===== config.mk =====
export PLATFORM = sky130hd
export DESIGN_NAME = infix_to_postfix_converter
export DESIGN_NICKNAME = d
export VERILOG_FILES = /design/src/sv/i2p_pkg.sv /design/src/sv/i2p_cell.sv /design/src/sv/i2p_ctrl.sv /design/src/sv/infix_to_postfix_converter.sv
export VERILOG_INCLUDE_DIRS = /design/src /design/src/sv
export SDC_FILE = /design/constraint.sdc
export NUM_CORES = 1
export LEC_CHECK = 0
export ABC_AREA = 1
export BUFFER_PORTS_ARGS = -buffer_cell sky130_fd_sc_hd__clkbuf_2
export CELL_PAD_IN_SITES_DETAIL_PLACEMENT = 1
export CELL_PAD_IN_SITES_GLOBAL_PLACEMENT = 1
export CORE_MARGIN = 2
export CORE_UTILIZATION = 45
export DETAILED_ROUTE_END_ITERATION = 8
export HOLD_SLACK_MARGIN = 0.12
export PLACE_DENSITY = 0.77
export SYNTH_ARGS = -nofsm -noshare
export SYNTH_HDL_FRONTEND = slang
export SYNTH_SLANG_ARGS = --single-unit

===== constraint.sdc =====
create_clock -name clk_i -period 9.86 [get_ports clk_i]
set_input_delay 1.972 -clock clk_i [delete_from_list [all_inputs] [get_ports clk_i]]
set_output_delay 1.972 -clock clk_i [all_outputs]
set_load 0.01 [all_outputs]

===== src/sv/infix_to_postfix_converter_defines.svh =====
// ----------------------------------------------------------------------------
// Assertion macros for the infix-to-postfix converter
// Short forms for the concurrent checks used in the control module.
// ----------------------------------------------------------------------------
`ifndef INFIX_TO_POSTFIX_CONVERTER_DEFINES_SVH
`define INFIX_TO_POSTFIX_CONVERTER_DEFINES_SVH

// Check that is switched off while reset is asserted.
`define I2P_ASSERT(lbl, prop, msg) \
  lbl: assert property (@(posedge clk_i) disable iff (!rst_ni) prop) else $error(msg);

// Check that also holds while reset is asserted.
`define I2P_ASSERT_ALWAYS(lbl, prop, msg) \
  lbl: assert property (@(posedge clk_i) prop) else $error(msg);

`endif


===== src/sv/i2p_pkg.sv =====
// ----------------------------------------------------------------------------
// Infix-to-postfix converter package
// Shared sizes, character codes, types and helper functions.
// ----------------------------------------------------------------------------
package i2p_pkg;

  localparam int STACK_DEPTH = 32;
  localparam int CHAR_W      = 8;
  localparam int CNT_W       = $clog2(STACK_DEPTH + 1);

  localparam logic [CNT_W-1:0] STACK_FULL = CNT_W'(STACK_DEPTH);
  localparam logic [CNT_W-1:0] CNT_ONE    = CNT_W'(1);

  localparam logic [CHAR_W-1:0] NUL_CHAR   = 8'h00;
  localparam logic [CHAR_W-1:0] SPACE_CHAR = 8'h20;
  localparam logic [CHAR_W-1:0] LPAREN     = 8'h28;
  localparam logic [CHAR_W-1:0] RPAREN     = 8'h29;
  localparam logic [CHAR_W-1:0] STAR_CHAR  = 8'h2A;
  localparam logic [CHAR_W-1:0] PLUS_CHAR  = 8'h2B;
  localparam logic [CHAR_W-1:0] MINUS_CHAR = 8'h2D;
  localparam logic [CHAR_W-1:0] SLASH_CHAR = 8'h2F;
  localparam logic [CHAR_W-1:0] DIGIT_LO   = 8'h30;
  localparam logic [CHAR_W-1:0] DIGIT_HI   = 8'h39;
  localparam logic [CHAR_W-1:0] UPPER_LO   = 8'h41;
  localparam logic [CHAR_W-1:0] UPPER_HI   = 8'h5A;
  localparam logic [CHAR_W-1:0] CARET_CHAR = 8'h5E;
  localparam logic [CHAR_W-1:0] LOWER_LO   = 8'h61;
  localparam logic [CHAR_W-1:0] LOWER_HI   = 8'h7A;

  typedef enum logic {
    ST_IDLE,
    ST_WORK
  } state_e;

  typedef enum logic [2:0] {
    CC_SPACE,
    CC_ALNUM,
    CC_LPAREN,
    CC_RPAREN,
    CC_OPER
  } char_class_e;

  // Shift command for the row of stack cells; cell 0 holds the top.
  typedef struct packed {
    logic              push;
    logic              pop;
    logic [CHAR_W-1:0] push_data;
  } stack_cmd_t;

  function automatic logic [1:0] precedence(input logic [CHAR_W-1:0] c);
    logic [1:0] p;
    p = 2'd0;
    if (c == PLUS_CHAR || c == MINUS_CHAR) p = 2'd1;
    if (c == STAR_CHAR || c == SLASH_CHAR) p = 2'd2;
    if (c == CARET_CHAR)                   p = 2'd3;
    return p;
  endfunction

  function automatic char_class_e classify(input logic [CHAR_W-1:0] c);
    char_class_e cc;
    cc = CC_OPER;
    if ((c >= DIGIT_LO && c <= DIGIT_HI) || (c >= UPPER_LO && c <= UPPER_HI) ||
        (c >= LOWER_LO && c <= LOWER_HI)) begin
      cc = CC_ALNUM;
    end
    if (c == SPACE_CHAR) cc = CC_SPACE;
    if (c == LPAREN)     cc = CC_LPAREN;
    if (c == RPAREN)     cc = CC_RPAREN;
    return cc;
  endfunction

endpackage


===== src/sv/i2p_cell.sv =====
// ----------------------------------------------------------------------------
// Stack cell
// Holds one stack entry; takes the entry above on a push, below on a pop.
// ----------------------------------------------------------------------------
module i2p_cell (
  input  logic                      clk_i,
  input  i2p_pkg::stack_cmd_t       cmd_i,
  input  logic [i2p_pkg::CHAR_W-1:0] above_i,
  input  logic [i2p_pkg::CHAR_W-1:0] below_i,
  output logic [i2p_pkg::CHAR_W-1:0] data_o
);
  import i2p_pkg::*;

  logic [CHAR_W-1:0] data_q;
  logic [CHAR_W-1:0] data_d;

  always_comb begin
    data_d = data_q;
    if (cmd_i.push) begin
      data_d = above_i;
    end else if (cmd_i.pop) begin
      data_d = below_i;
    end
  end

  always_ff @(posedge clk_i) begin
    data_q <= data_d;
  end

  assign data_o = data_q;

endmodule


===== src/sv/i2p_ctrl.sv =====
// ----------------------------------------------------------------------------
// Converter control
// Sequences one input word at a time: emits, pops and pushes, and holds
// the stack fill count, the overflow flag and the output register.
// ----------------------------------------------------------------------------
`include "infix_to_postfix_converter_defines.svh"

module i2p_ctrl (
  input  logic                       clk_i,
  input  logic                       rst_ni,
  input  logic                       in_valid_i,
  output logic                       in_ready_o,
  input  logic [i2p_pkg::CHAR_W-1:0] ch_i,
  input  logic                       end_of_expr_i,
  output logic                       out_valid_o,
  input  logic                       out_ready_i,
  output logic [i2p_pkg::CHAR_W-1:0] out_char_o,
  output logic                       last_o,
  output logic                       overflow_o,
  input  logic [i2p_pkg::CHAR_W-1:0] top_i,
  input  logic [i2p_pkg::CHAR_W-1:0] next_i,
  output i2p_pkg::stack_cmd_t        cmd_o
);
  import i2p_pkg::*;

  state_e            state_q, state_d;
  logic [CHAR_W-1:0] ch_q;
  logic              end_q;
  logic [CNT_W-1:0]  cnt_q, cnt_d;
  logic              overflow_q, overflow_d;
  logic              out_valid_q, out_valid_d;
  logic [CHAR_W-1:0] out_char_q;
  logic              last_q;
  logic              out_ovf_q;

  logic              accept;
  logic              slot_free;
  logic              done;
  logic              emit;
  logic [CHAR_W-1:0] emit_char;
  logic              emit_last;
  logic              top_pops;
  logic              next_pops;
  logic              stack_empty;
  logic [1:0]        prec_ch;
  logic [1:0]        prec_top;
  logic [1:0]        prec_next;
  char_class_e       cls;

  assign accept      = in_valid_i && in_ready_o;
  assign slot_free   = !out_valid_q || out_ready_i;
  assign stack_empty = (cnt_q == '0);
  assign cls         = classify(ch_q);
  assign prec_ch     = precedence(ch_q);
  assign prec_top    = precedence(top_i);
  assign prec_next   = precedence(next_i);

  // A stacked operator is popped by the pending one when it binds tighter,
  // or equally tight and the pending one is not the right-associative caret.
  assign top_pops  = (top_i != LPAREN) &&
                     ((prec_top > prec_ch) || (prec_top == prec_ch && ch_q != CARET_CHAR));
  assign next_pops = (next_i != LPAREN) &&
                     ((prec_next > prec_ch) || (prec_next == prec_ch && ch_q != CARET_CHAR));

  always_comb begin
    state_d = state_q;
    case (state_q)
      ST_IDLE: begin
        if (in_valid_i) state_d = ST_WORK;
      end
      ST_WORK: begin
        if (done) state_d = ST_IDLE;
      end
      default: state_d = ST_IDLE;
    endcase
  end

  always_comb begin
    in_ready_o  = 1'b0;
    done        = 1'b0;
    emit        = 1'b0;
    emit_char   = top_i;
    emit_last   = 1'b0;
    cmd_o       = '{push: 1'b0, pop: 1'b0, push_data: ch_q};
    cnt_d       = cnt_q;
    overflow_d  = overflow_q;
    case (state_q)
      ST_IDLE: begin
        in_ready_o = 1'b1;
      end
      ST_WORK: begin
        if (end_q) begin
          if (!stack_empty) begin
            if (slot_free) begin
              emit      = 1'b1;
              cmd_o.pop = 1'b1;
              cnt_d     = cnt_q - CNT_ONE;
            end
          end else if (slot_free) begin
            emit       = 1'b1;
            emit_char  = NUL_CHAR;
            emit_last  = 1'b1;
            cnt_d      = '0;
            overflow_d = 1'b0;
            done       = 1'b1;
          end
        end else begin
          case (cls)
            CC_SPACE: begin
              done = 1'b1;
            end
            CC_ALNUM: begin
              if (slot_free) begin
                emit      = 1'b1;
                emit_char = ch_q;
                emit_last = 1'b1;
                done      = 1'b1;
              end
            end
            CC_LPAREN: begin
              if (cnt_q == STACK_FULL) begin
                overflow_d = 1'b1;
              end else begin
                cmd_o.push = 1'b1;
                cnt_d      = cnt_q + CNT_ONE;
              end
              done = 1'b1;
            end
            CC_RPAREN: begin
              if (!stack_empty && top_i != LPAREN) begin
                if (slot_free) begin
                  emit      = 1'b1;
                  emit_last = (cnt_q == CNT_ONE) || (next_i == LPAREN);
                  cmd_o.pop = 1'b1;
                  cnt_d     = cnt_q - CNT_ONE;
                end
              end else begin
                // Discard the matching parenthesis, if there is one.
                if (!stack_empty) begin
                  cmd_o.pop = 1'b1;
                  cnt_d     = cnt_q - CNT_ONE;
                end
                done = 1'b1;
              end
            end
            CC_OPER: begin
              if (!stack_empty && top_pops) begin
                if (slot_free) begin
                  emit      = 1'b1;
                  emit_last = (cnt_q == CNT_ONE) || !next_pops;
                  cmd_o.pop = 1'b1;
                  cnt_d     = cnt_q - CNT_ONE;
                end
              end else begin
                if (cnt_q == STACK_FULL) begin
                  overflow_d = 1'b1;
                end else begin
                  cmd_o.push = 1'b1;
                  cnt_d      = cnt_q + CNT_ONE;
                end
                done = 1'b1;
              end
            end
            default: begin
              done = 1'b1;
            end
          endcase
        end
      end
      default: begin
        done = 1'b1;
      end
    endcase
  end

  always_comb begin
    out_valid_d = out_valid_q;
    if (emit) begin
      out_valid_d = 1'b1;
    end else if (out_ready_i) begin
      out_valid_d = 1'b0;
    end
  end

  always_ff @(posedge clk_i or negedge rst_ni) begin
    if (!rst_ni) begin
      state_q     <= ST_IDLE;
      cnt_q       <= '0;
      overflow_q  <= 1'b0;
      out_valid_q <= 1'b0;
    end else begin
      state_q     <= state_d;
      cnt_q       <= cnt_d;
      overflow_q  <= overflow_d;
      out_valid_q <= out_valid_d;
    end
  end

  always_ff @(posedge clk_i) begin
    if (accept) begin
      ch_q  <= ch_i;
      end_q <= end_of_expr_i;
    end
    // The flag is sampled before an end word clears it.
    if (emit) begin
      out_char_q <= emit_char;
      last_q     <= emit_last;
      out_ovf_q  <= overflow_q;
    end
  end

  assign out_valid_o = out_valid_q;
  assign out_char_o  = out_char_q;
  assign last_o      = last_q;
  assign overflow_o  = out_ovf_q;

  `I2P_ASSERT(a_cnt_in_range, cnt_q <= STACK_FULL, "stack count beyond depth")
  `I2P_ASSERT(a_no_push_pop, !(cmd_o.push && cmd_o.pop), "push and pop together")
  `I2P_ASSERT(a_ovf_when_full, $rose(overflow_q) |-> $past(cnt_q) == STACK_FULL,
              "overflow set while stack not full")
  `I2P_ASSERT(a_emit_slot_free, emit |-> slot_free, "emit into occupied output register")
  `I2P_ASSERT_ALWAYS(a_idle_quiet, state_q == ST_IDLE |-> !emit && !cmd_o.push && !cmd_o.pop,
                     "stack or output activity while idle")

endmodule


===== src/sv/infix_to_postfix_converter.sv =====
// ----------------------------------------------------------------------------
// Infix-to-postfix converter
// Shunting-yard conversion with the operator stack held in a row of cells.
// ----------------------------------------------------------------------------
// Usage: feed one character word per input handshake (ch_i, end_of_expr_i).
// Each word yields zero or more postfix words on the output channel; last_o
// marks the final word caused by one input word, and overflow_o carries the
// sticky flag for a push that was dropped on a full stack.
// An input word is taken while idle and then handled one step per cycle, not
// counting output stalls: one work step for its own action (emit, push, discard
// or terminator) plus one step per stacked entry popped. No new word is taken
// until its last step is done. The first output word is loaded into the output
// register in a work step, after the input word itself has been registered.
// An end word pops the whole stack, then sends a zero terminator with last_o
// set, and clears the fill count and the overflow flag.
// Reset empties the stack and the output register at once; no sweep is run.
// When the receiver stalls, the pending word holds in the output register
// and the block waits before emitting the next one.
// ----------------------------------------------------------------------------
module infix_to_postfix_converter (
  input  logic                       clk_i,
  input  logic                       rst_ni,
  input  logic                       in_valid_i,
  output logic                       in_ready_o,
  input  logic [i2p_pkg::CHAR_W-1:0] ch_i,
  input  logic                       end_of_expr_i,
  output logic                       out_valid_o,
  input  logic                       out_ready_i,
  output logic [i2p_pkg::CHAR_W-1:0] out_char_o,
  output logic                       last_o,
  output logic                       overflow_o
);
  import i2p_pkg::*;

  stack_cmd_t        cmd;
  logic [CHAR_W-1:0] cell_data [STACK_DEPTH];

  i2p_ctrl u_ctrl (
    .clk_i         (clk_i),
    .rst_ni        (rst_ni),
    .in_valid_i    (in_valid_i),
    .in_ready_o    (in_ready_o),
    .ch_i          (ch_i),
    .end_of_expr_i (end_of_expr_i),
    .out_valid_o   (out_valid_o),
    .out_ready_i   (out_ready_i),
    .out_char_o    (out_char_o),
    .last_o        (last_o),
    .overflow_o    (overflow_o),
    .top_i         (cell_data[0]),
    .next_i        (cell_data[1]),
    .cmd_o         (cmd)
  );

  for (genvar i = 0; i < STACK_DEPTH; i++) begin : g_cell
    logic [CHAR_W-1:0] above;
    logic [CHAR_W-1:0] below;

    if (i == 0) begin : g_top
      assign above = cmd.push_data;
    end else begin : g_mid
      assign above = cell_data[i-1];
    end

    if (i == STACK_DEPTH - 1) begin : g_bottom
      assign below = NUL_CHAR;
    end else begin : g_upper
      assign below = cell_data[i+1];
    end

    i2p_cell u_cell (
      .clk_i   (clk_i),
      .cmd_i   (cmd),
      .above_i (above),
      .below_i (below),
      .data_o  (cell_data[i])
    );
  end

endmodule

==> results.json, run 1 <==
{
  "outcome": "finished clean",
  "synth_fp_nets": 1357,
  "final_net_count": 1358,
  "holdWs_ns": 0.451,
  "whs_path_cells": 0,
  "timing.final.hold_violations": 0,
  "timing.setup.critical_path_class": "flip-flop to flip-flop",
  "placedCellCount": 1695,
  "finalPower_mw": 4.59,
  "grt_start_max_net_pins": 252,
  "slowest_delay_ns": 0.93,
  "fp.dieArea_mm2": 0.0316,
  "die-width_um": 178,
  "arrival_time_at_the_worst_endpoint_ns": 5.02,
  "synth_area_leader_cell": "sky130_fd_sc_hd__edfxtp_1",
  "insertion_delay_ns": 0.56,
  "drt_pre_antenna_iters": 4,
  "fin_setup_tns_ns": 0,
  "worstReg2RegEnd": "g_cell[24].u_cell.data_o[1]",
  "ant_nets": 0,
  "worst_voltage_drop_across_the_vdd_grid_mv": 0.252,
  "cts-root-buf": "sky130_fd_sc_hd__clkbuf_16",
  "rows": 63,
  "numPortBuffers": 24,
  "global_route_wire_length_before_repair_um": 46300,
  "place.detailed.hpwl_um": 16900,
  "avgViaCountPerCell": 5.14,
  "max_clock_freq_ghz": 0.206,
  "start_util": 0.458,
  "internal_power_mw": 3.09,
  "ctsHtreeMaxLevel": 1,
  "clockBufferDepth": 3,
  "period_share": 0.492,
  "route.detailed.drc": 0,
  "power_switching_share": 0.328,
  "synth.lib_cells_used.distinct": 34,
  "worst_path_dominant_cell_family": "simple AND/OR/NAND/NOR gates",
  "synth.avg_cell_area_um2": 10.2,
  "synth_largest_type_area_fraction": 0.608,
  "cts.sink_count": 284,
  "regToRegStartpoint": "u_ctrl.ch_q[5]",
  "setup_viol": 0,
  "netlist_instances": 1337,
  "power.static_leakage_nw": 6.25,
  "wl_per_cell_um": 15.6,
  "routed_wirelength_um": 27300,
  "required_ns": 10.03,
  "synth_sequential_area_ratio": 0.625,
  "antenna_found_initial": 0,
  "rsz0062_at_grt": "no",
  "grt_use_total": 0.178,
  "cts_tree": "yes",
  "clk_pin_slew_worst_paths_ns": 0.06,
  "post-route-worst-setup-slack_ns": 5.00,
  "fp.coreArea_mm2": 0.0296,
  "period_minus_slack_ns": 4.86,
  "tritoncts.num_buffers": 31,
  "floorplan.die.height_um": 178,
  "cts_hold_repair.buffers": 0,
  "post_route_cells_drive_above_1_share": 0.114,
  "combPwrFrac": 0.251,
  "final.fill_count": 3299,
  "timing_worst_slew_pin_value_ns": 1.09,
  "routed-via-count": 8997,
  "synthesis.yosys.warnings": 0,
  "ys_top_cells_by_area": "sky130_fd_sc_hd__edfxtp_1 61%, sky130_fd_sc_hd__nand2_1 7.2%, sky130_fd_sc_hd__inv_1 5.6%",
  "crit_path_top_delay_cell": "sky130_fd_sc_hd__nand3_4",
  "net-switching-power_mw": 1.51,
  "grt_remaining_overflow": 0,
  "hold_path_class": "flip-flop to flip-flop",
  "globalplace.congestion": 0.885,
  "critical_path.n_buffers_inverters": 2,
  "ordered_list_of_cells_on_the_worst_path": "inv_1, nand2_1, nor2_1, nand3_1, a21boi_0, ha_1, a21oi_1, nand2_1, nand4_2, nand2_2, nand2_2, nand3_4, nand3_4, buf_12",
  "num_io_pins": 25,
  "clock_power_share": 0.249,
  "clock-skew-final_ns": 0.0234,
  "first_global_vias": 9415,
  "endpoint": "g_cell[24].u_cell.data_o[1]",
  "ff_latch_count_synth": 284,
  "path_depth": 14,
  "regToRegSetupSlack_ns": 5.00,
  "postCtsResizedCells": 0,
  "crit_fanout": 191,
  "drv_slew": 0,
  "rr_worst_depth": 14,
  "n_antenna_cell": 0,
  "pwr_density_cell_mw_per_mm2": 311,
  "max_cap_violations": 0,
  "crit_path_end_kind": "flip-flop",
  "launching_element_type_of_the_critical_path": "flip-flop",
  "cts_setup_buffers": 0,
  "place_worst_setup_slack_ns": 4.52,
  "max-slew-margin-rel": 0.272,
  "power.share.sequential": 0.500,
  "post_synthesis_cell_area_mm2": 0.0136,
  "detailedRoute.firstIterationViolations": 661,
  "timing.critical_path.from": "u_ctrl.ch_q[5]",
  "finalNonFillerCells": 1752,
  "areaGrowthSynthToFinish_pct": 8.76
}
## synthesized netlist by cell type
cell / instances
sky130_fd_sc_hd__a21boi_0: 3
sky130_fd_sc_hd__a21oi_1: 44
sky130_fd_sc_hd__a21oi_2: 70
sky130_fd_sc_hd__a22oi_1: 6
sky130_fd_sc_hd__a31oi_1: 2
sky130_fd_sc_hd__buf_2: 7
sky130_fd_sc_hd__buf_4: 23
sky130_fd_sc_hd__buf_6: 20
sky130_fd_sc_hd__buf_8: 1
sky130_fd_sc_hd__clkbuf_1: 9
sky130_fd_sc_hd__dfrtp_1: 9
sky130_fd_sc_hd__edfxtp_1: 275
sky130_fd_sc_hd__ha_1: 7
sky130_fd_sc_hd__inv_1: 201
sky130_fd_sc_hd__inv_2: 3
sky130_fd_sc_hd__nand2_1: 259
sky130_fd_sc_hd__nand2_2: 2
sky130_fd_sc_hd__nand2_4: 1
sky130_fd_sc_hd__nand3_1: 34
sky130_fd_sc_hd__nand3_2: 1
sky130_fd_sc_hd__nand3_4: 1
sky130_fd_sc_hd__nand4_1: 8
sky130_fd_sc_hd__nand4_2: 1
sky130_fd_sc_hd__nor2_1: 159
sky130_fd_sc_hd__nor2_2: 3
sky130_fd_sc_hd__nor2_4: 1
sky130_fd_sc_hd__nor3_1: 5
sky130_fd_sc_hd__nor3b_1: 1
sky130_fd_sc_hd__nor4_1: 4
sky130_fd_sc_hd__o211ai_1: 1
sky130_fd_sc_hd__o21ai_0: 68
sky130_fd_sc_hd__o21ai_1: 102
sky130_fd_sc_hd__o22ai_1: 2
sky130_fd_sc_hd__xor2_1: 4
## per-stage QoR
stage | utilization | cell area, um2
floorplan | - | 13600
CTS | 0.498 | 14800
global route | 0.498 | 14800
global placement | 0.465 | 13800
finish | 0.498 | 14800
detailed placement | 0.465 | 13800
## how the worst min path moves through the flow
stage	from	to	slack [ns]
finish	u_ctrl.overflow_q	u_ctrl.overflow_o	0.45
global route	u_ctrl.overflow_q	u_ctrl.overflow_o	0.47
CTS	u_ctrl.overflow_q	u_ctrl.overflow_o	0.45
detailed placement	u_ctrl.overflow_q	u_ctrl.overflow_o	0.44
global placement	u_ctrl.overflow_q	u_ctrl.overflow_o	0.43
floorplan	u_ctrl.overflow_q	u_ctrl.overflow_o	0.42
## cell families (layout without fill, tap and decap cells)
logic type / Yosys count / after routing / share of synthesized area
compound gates: 298 / 298 / 0.131
xor+xnor: 4 / 4 / 0.00258
flops: 284 / 284 / 0.625
fa+ha+maj: 7 / 7 / 0.00645
simple gates: 480 / 480 / 0.143
buf+inv: 264 / 289 / 0.0919
## per-layer routing
metal / share of wire / vias up / global-route usage / wire length [um]
met5: 0 / - / 0 / 0
met4: 0.021 / 0 / 0.0505 / 573
met3: 0.027 / 41 / 0.0251 / 739
met2: 0.49 / 97 / 0.307 / 13300
met1: 0.46 / 4391 / 0.235 / 12700
li1: - / 4468 / - / -
## sequential cells by signal, summed over array words and instances (netlist names)
signal                flops
g_cell.u_cell.data_o    256
u_ctrl.ch_q               8
u_ctrl.cnt_q              6
u_ctrl.end_q              1
u_ctrl.last_o             1
u_ctrl.out_char_o         8
u_ctrl.out_valid_o        1
u_ctrl.overflow_o         1
u_ctrl.overflow_q         1
u_ctrl.state_q            1
## cell usage in the layout (no fill, tap or decap), drive strengths merged
master,netlist,final
nor3,5,5
nor3b,1,1
nor2,163,163
buf,51,4
nand3,36,36
nor4,4,4
a22oi,6,6
o22ai,2,2
ha,7,7
a31oi,2,2
inv,204,205
edfxtp,275,275
clkinv,0,8
a21oi,114,114
xor2,4,4
dfrtp,9,9
o21ai,170,170
nand4,9,9
bufinv,0,3
a21boi,3,3
o211ai,1,1
clkbuf,9,68
nand2,262,262
clkinvlp,0,1
## area by class of cell
cell class | instances | area [um2] | area share
flip-flops and latches | 284 | 8480 | 0.574
multi-input cells | 789 | 3860 | 0.261
clock buffers | 44 | 855 | 0.0579
inverters | 204 | 766 | 0.0519
well taps | 390 | 488 | 0.0330
repair buffers | 28 | 175 | 0.0119
clock inverters | 13 | 141 | 0.00957
## power by group through the flow
stage	combinational [mW]	sequential (mW)	clock [mW]
CTS	1.17	2.31	1.18
finish	1.15	2.30	1.14
floorplan	0.859	2.32	0
detailed placement	1.15	2.32	0
global placement	1.10	2.29	0
global route	1.33	2.37	1.22
Note: power is estimated with default switching activity, not from simulation.
==> run 2, diff against run 1 <==
Settings changed: ABC_AREA 1 to 0, CORE_UTILIZATION 45 to 49, PLACE_DENSITY 0.77 to 0.78.
Clock period 9.86 ns to 4.2 ns, I/O delays scaled along.
==> run 2 against run 1 <==
The run now ends with setup timing left. Utilization grew 7.4 points. First-iteration DRC count shrank 23%. Critical path depth is the same. Hold slack lost 0.30 ns. Via count shrank 20%. Clock power grew 110%. Combinational power grew to 3.3 times the previous value. Synthesized cell count shrank 39%. Routed wire length is essentially flat. Register-to-register slack lost 5.1 ns. Cell count shrank 29%. Largest power group unchanged.
==> results.json, run 2 <==
{
  "detailedRoute.firstIterationViolations": 511,
  "post_synthesis_cell_area_mm2": 0.0131,
  "ctsHtreeMaxLevel": 1,
  "avgViaCountPerCell": 5.77,
  "routed-via-count": 7219,
  "timing.setup.critical_path_class": "flip-flop to flip-flop",
  "placedCellCount": 1165,
  "wl_per_cell_um": 21.8,
  "cts_hold_repair.buffers": 0,
  "max_cap_violations": 0,
  "timing_worst_slew_pin_value_ns": 0.863,
  "numPortBuffers": 24,
  "clockBufferDepth": 3,
  "synth_fp_nets": 842,
  "slowest_delay_ns": 0.52,
  "n_antenna_cell": 0,
  "post_route_cells_drive_above_1_share": 0.365,
  "final.fill_count": 2380,
  "antenna_found_initial": 0,
  "required_ns": 4.44,
  "outcome": "finished with violations",
  "timing.final.hold_violations": 0,
  "cts-root-buf": "sky130_fd_sc_hd__clkbuf_16",
  "num_io_pins": 25,
  "max-slew-margin-rel": 0.425,
  "setup_viol": 104,
  "synth.lib_cells_used.distinct": 60,
  "ant_nets": 0,
  "clock-skew-final_ns": 0.0148,
  "violations": "setup timing",
  "route.detailed.drc": 0,
  "die-width_um": 168,
  "cts_tree": "yes",
  "grt_start_max_net_pins": 35,
  "clk_pin_slew_worst_paths_ns": 0.06,
  "place_worst_setup_slack_ns": -0.0458,
  "fp.coreArea_mm2": 0.0262,
  "drv_slew": 0,
  "insertion_delay_ns": 0.55,
  "start_util": 0.501,
  "power.static_leakage_nw": 5.29,
  "mostFrequentLayoutCell": "sky130_fd_sc_hd__edfxtp_1",
  "placed_area_mm2": 0.0138,
  "arrival_time_at_the_worst_endpoint_ns": 4.49,
  "async_reset_ff_frac": 0.0317,
  "finalNonFillerCells": 1252,
  "ff_latch_count_synth": 284,
  "final_net_count": 914,
  "areaGrowthSynthToFinish_pct": 14.2,
  "number_of_flip_flops_under_the_largest_register_name": 256,
  "globalplace.congestion": 0.878,
  "area_of_all_placed_cells_without_fillers_mm2": 0.0150,
  "pwr_density_cell_mw_per_mm2": 835,
  "worst_voltage_drop_across_the_vdd_grid_mv": 0.450,
  "first_global_vias": 7688,
  "grt_remaining_overflow": 0,
  "ys_top_cells_by_area": "sky130_fd_sc_hd__edfxtp_1 63%, sky130_fd_sc_hd__mux2_2 16%, sky130_fd_sc_hd__mux2_1 5.1%",
  "main_synth_ff_type": "sky130_fd_sc_hd__edfxtp_1",
  "crit_path_top_delay_cell": "sky130_fd_sc_hd__edfxtp_1",
  "synth_area_leader_cell": "sky130_fd_sc_hd__edfxtp_1",
  "crit_path_end_kind": "flip-flop",
  "ordered_list_of_cells_on_the_worst_path": "nor4b_4, nand2_1, nor3b_1, a21oi_1, nor2_1, ha_1, nand2b_1, a21oi_1, or4_1, or3_4, o31a_1, o21ai_4, buf_12, buf_12",
  "grt_use_total": 0.181,
  "synth_commonest_cells": "275 x sky130_fd_sc_hd__edfxtp_1, 189 x sky130_fd_sc_hd__mux2_2, 59 x sky130_fd_sc_hd__mux2_1, 35 x sky130_fd_sc_hd__nor2_1, 26 x sky130_fd_sc_hd__buf_6",
  "tritoncts.num_buffers": 29,
  "launching_element_type_of_the_critical_path": "flip-flop",
  "cts.sink_count": 284,
  "period_minus_slack_ns": 4.25,
  "layout.cells.most_common_list": "275 x sky130_fd_sc_hd__edfxtp_1, 189 x sky130_fd_sc_hd__mux2_2, 59 x sky130_fd_sc_hd__mux2_1, 44 x sky130_fd_sc_hd__buf_4, 35 x sky130_fd_sc_hd__nor2_1",
  "hold_path_class": "primary input to asynchronous set/reset pin",
  "crit_fanout": 28,
  "post-route-worst-setup-slack_ns": -0.0457,
  "max_clock_freq_ghz": 0.236,
  "synthesis.yosys.warnings": 0,
  "rows": 59,
  "drt_pre_antenna_iters": 5,
  "synth_largest_type_area_fraction": 0.629,
  "holdWs_ns": 0.149,
  "fp.dieArea_mm2": 0.0281,
  "yosys.cell_count.top_type": "sky130_fd_sc_hd__edfxtp_1",
  "synth_sequential_area_ratio": 0.646,
  "period_share": 1.01,
  "routed_wirelength_um": 27300,
  "global_route_wire_length_before_repair_um": 41600,
  "floorplan.die.height_um": 168,
  "place.detailed.hpwl_um": 16500,
  "netlist_instances": 822,
  "synth_edf_count": 275,
  "synth.avg_cell_area_um2": 16.0
}
run 2: changes by cell type after synthesis, sizes merged, moves of 6 or more:
cell    previous run  this run
buf               51        35
inv              204        15
o21ai            170        19
a31oi              2         8
nand2            262        24
a22oi              6         0
nand3             36         7
clkbuf             9        15
or3                0         9
mux2               0       248
nor2             163        35
a21oi            114        17
run 2: final cells by class:
type                       count  area [um2]  area share
clock buffer                  35         748      0.0499
clock inverter                19         115     0.00768
inverter                      15        56.3     0.00376
multi-input combinational    473        4260       0.284
sequential                   284        8480       0.566
tap                          335         419      0.0280
timing repair buffer          91         916      0.0611
run 2: worst paths after layout:
check | from | to | slack, ns | cells past startpoint
min in group clk_i | u_ctrl.overflow_q | u_ctrl.overflow_o | 0.47 | 0
setup / recovery | u_ctrl.ch_q[6] | g_cell[25].u_cell.data_o[4] | -0.05 | 14
hold reg to reg | u_ctrl.overflow_q | u_ctrl.overflow_o | 0.47 | 0
setup reg to reg | u_ctrl.ch_q[6] | g_cell[25].u_cell.data_o[4] | -0.05 | 14
hold / removal | rst_ni | u_ctrl.state_q | 0.15 | 1
max in group asynchronous | rst_ni | u_ctrl.cnt_q[2] | 3.85 | 1
run 2: cell families (layout without fill, tap and decap cells):
logic type / after synthesis / after routing / share of synthesized area
xor+xnor: 5 / 5 / 0.00333
compound gates: 80 / 80 / 0.0410
mux: 249 / 249 / 0.213
simple gates: 132 / 132 / 0.0553
fa+ha+maj: 7 / 7 / 0.00667
flops: 284 / 284 / 0.646
buf+inv: 65 / 160 / 0.0345
run 2: routing by layer:
layer	vias up	routed length (um)	GRT usage
met5	-	0	0
met4	0	605	0.0408
met3	44	631	0.0213
met2	122	14300	0.309
met1	3702	11800	0.250
li1	3351	-	-
run 2: where the power goes:
part / switching [mW] / total [mW] / internal (mW)
Combinational: 1.87 / 3.82 / 1.96
Sequential: 0.938 / 6.30 / 5.36
Clock: 1.07 / 2.40 / 1.32
Total: 3.88 / 12.5 / 8.64
run 2: stage by stage:
stage | setup TNS (ns) | total power, mW | util
2_1_floorplan | -882.05 | 8.57 | -
3_3_place_gp | 0 | 9.32 | 0.526
3_5_place_dp | -3.94 | 9.75 | 0.526
4_1_cts | 0 | 12.2 | 0.560
5_1_grt | -42.16 | 13.2 | 0.572
6_report | -2.09 | 12.5 | 0.572
run 2: timing repair:
action | in CTS | in global routing
pin swaps | 1 | 4
buffers inserted | 2 | 28
endpoints found under the setup margin | 215 | 359
gates cloned | 0 | 3
resized for setup | 1 | 6
run 2: critical path: cells and delay by family, from the launching register on:
family	cells	cell delay (ns)
compound gates	4	0.70
fa+ha+maj	1	0.18
buf+inv	2	0.42
flops	1	0.52
simple gates	7	2.10
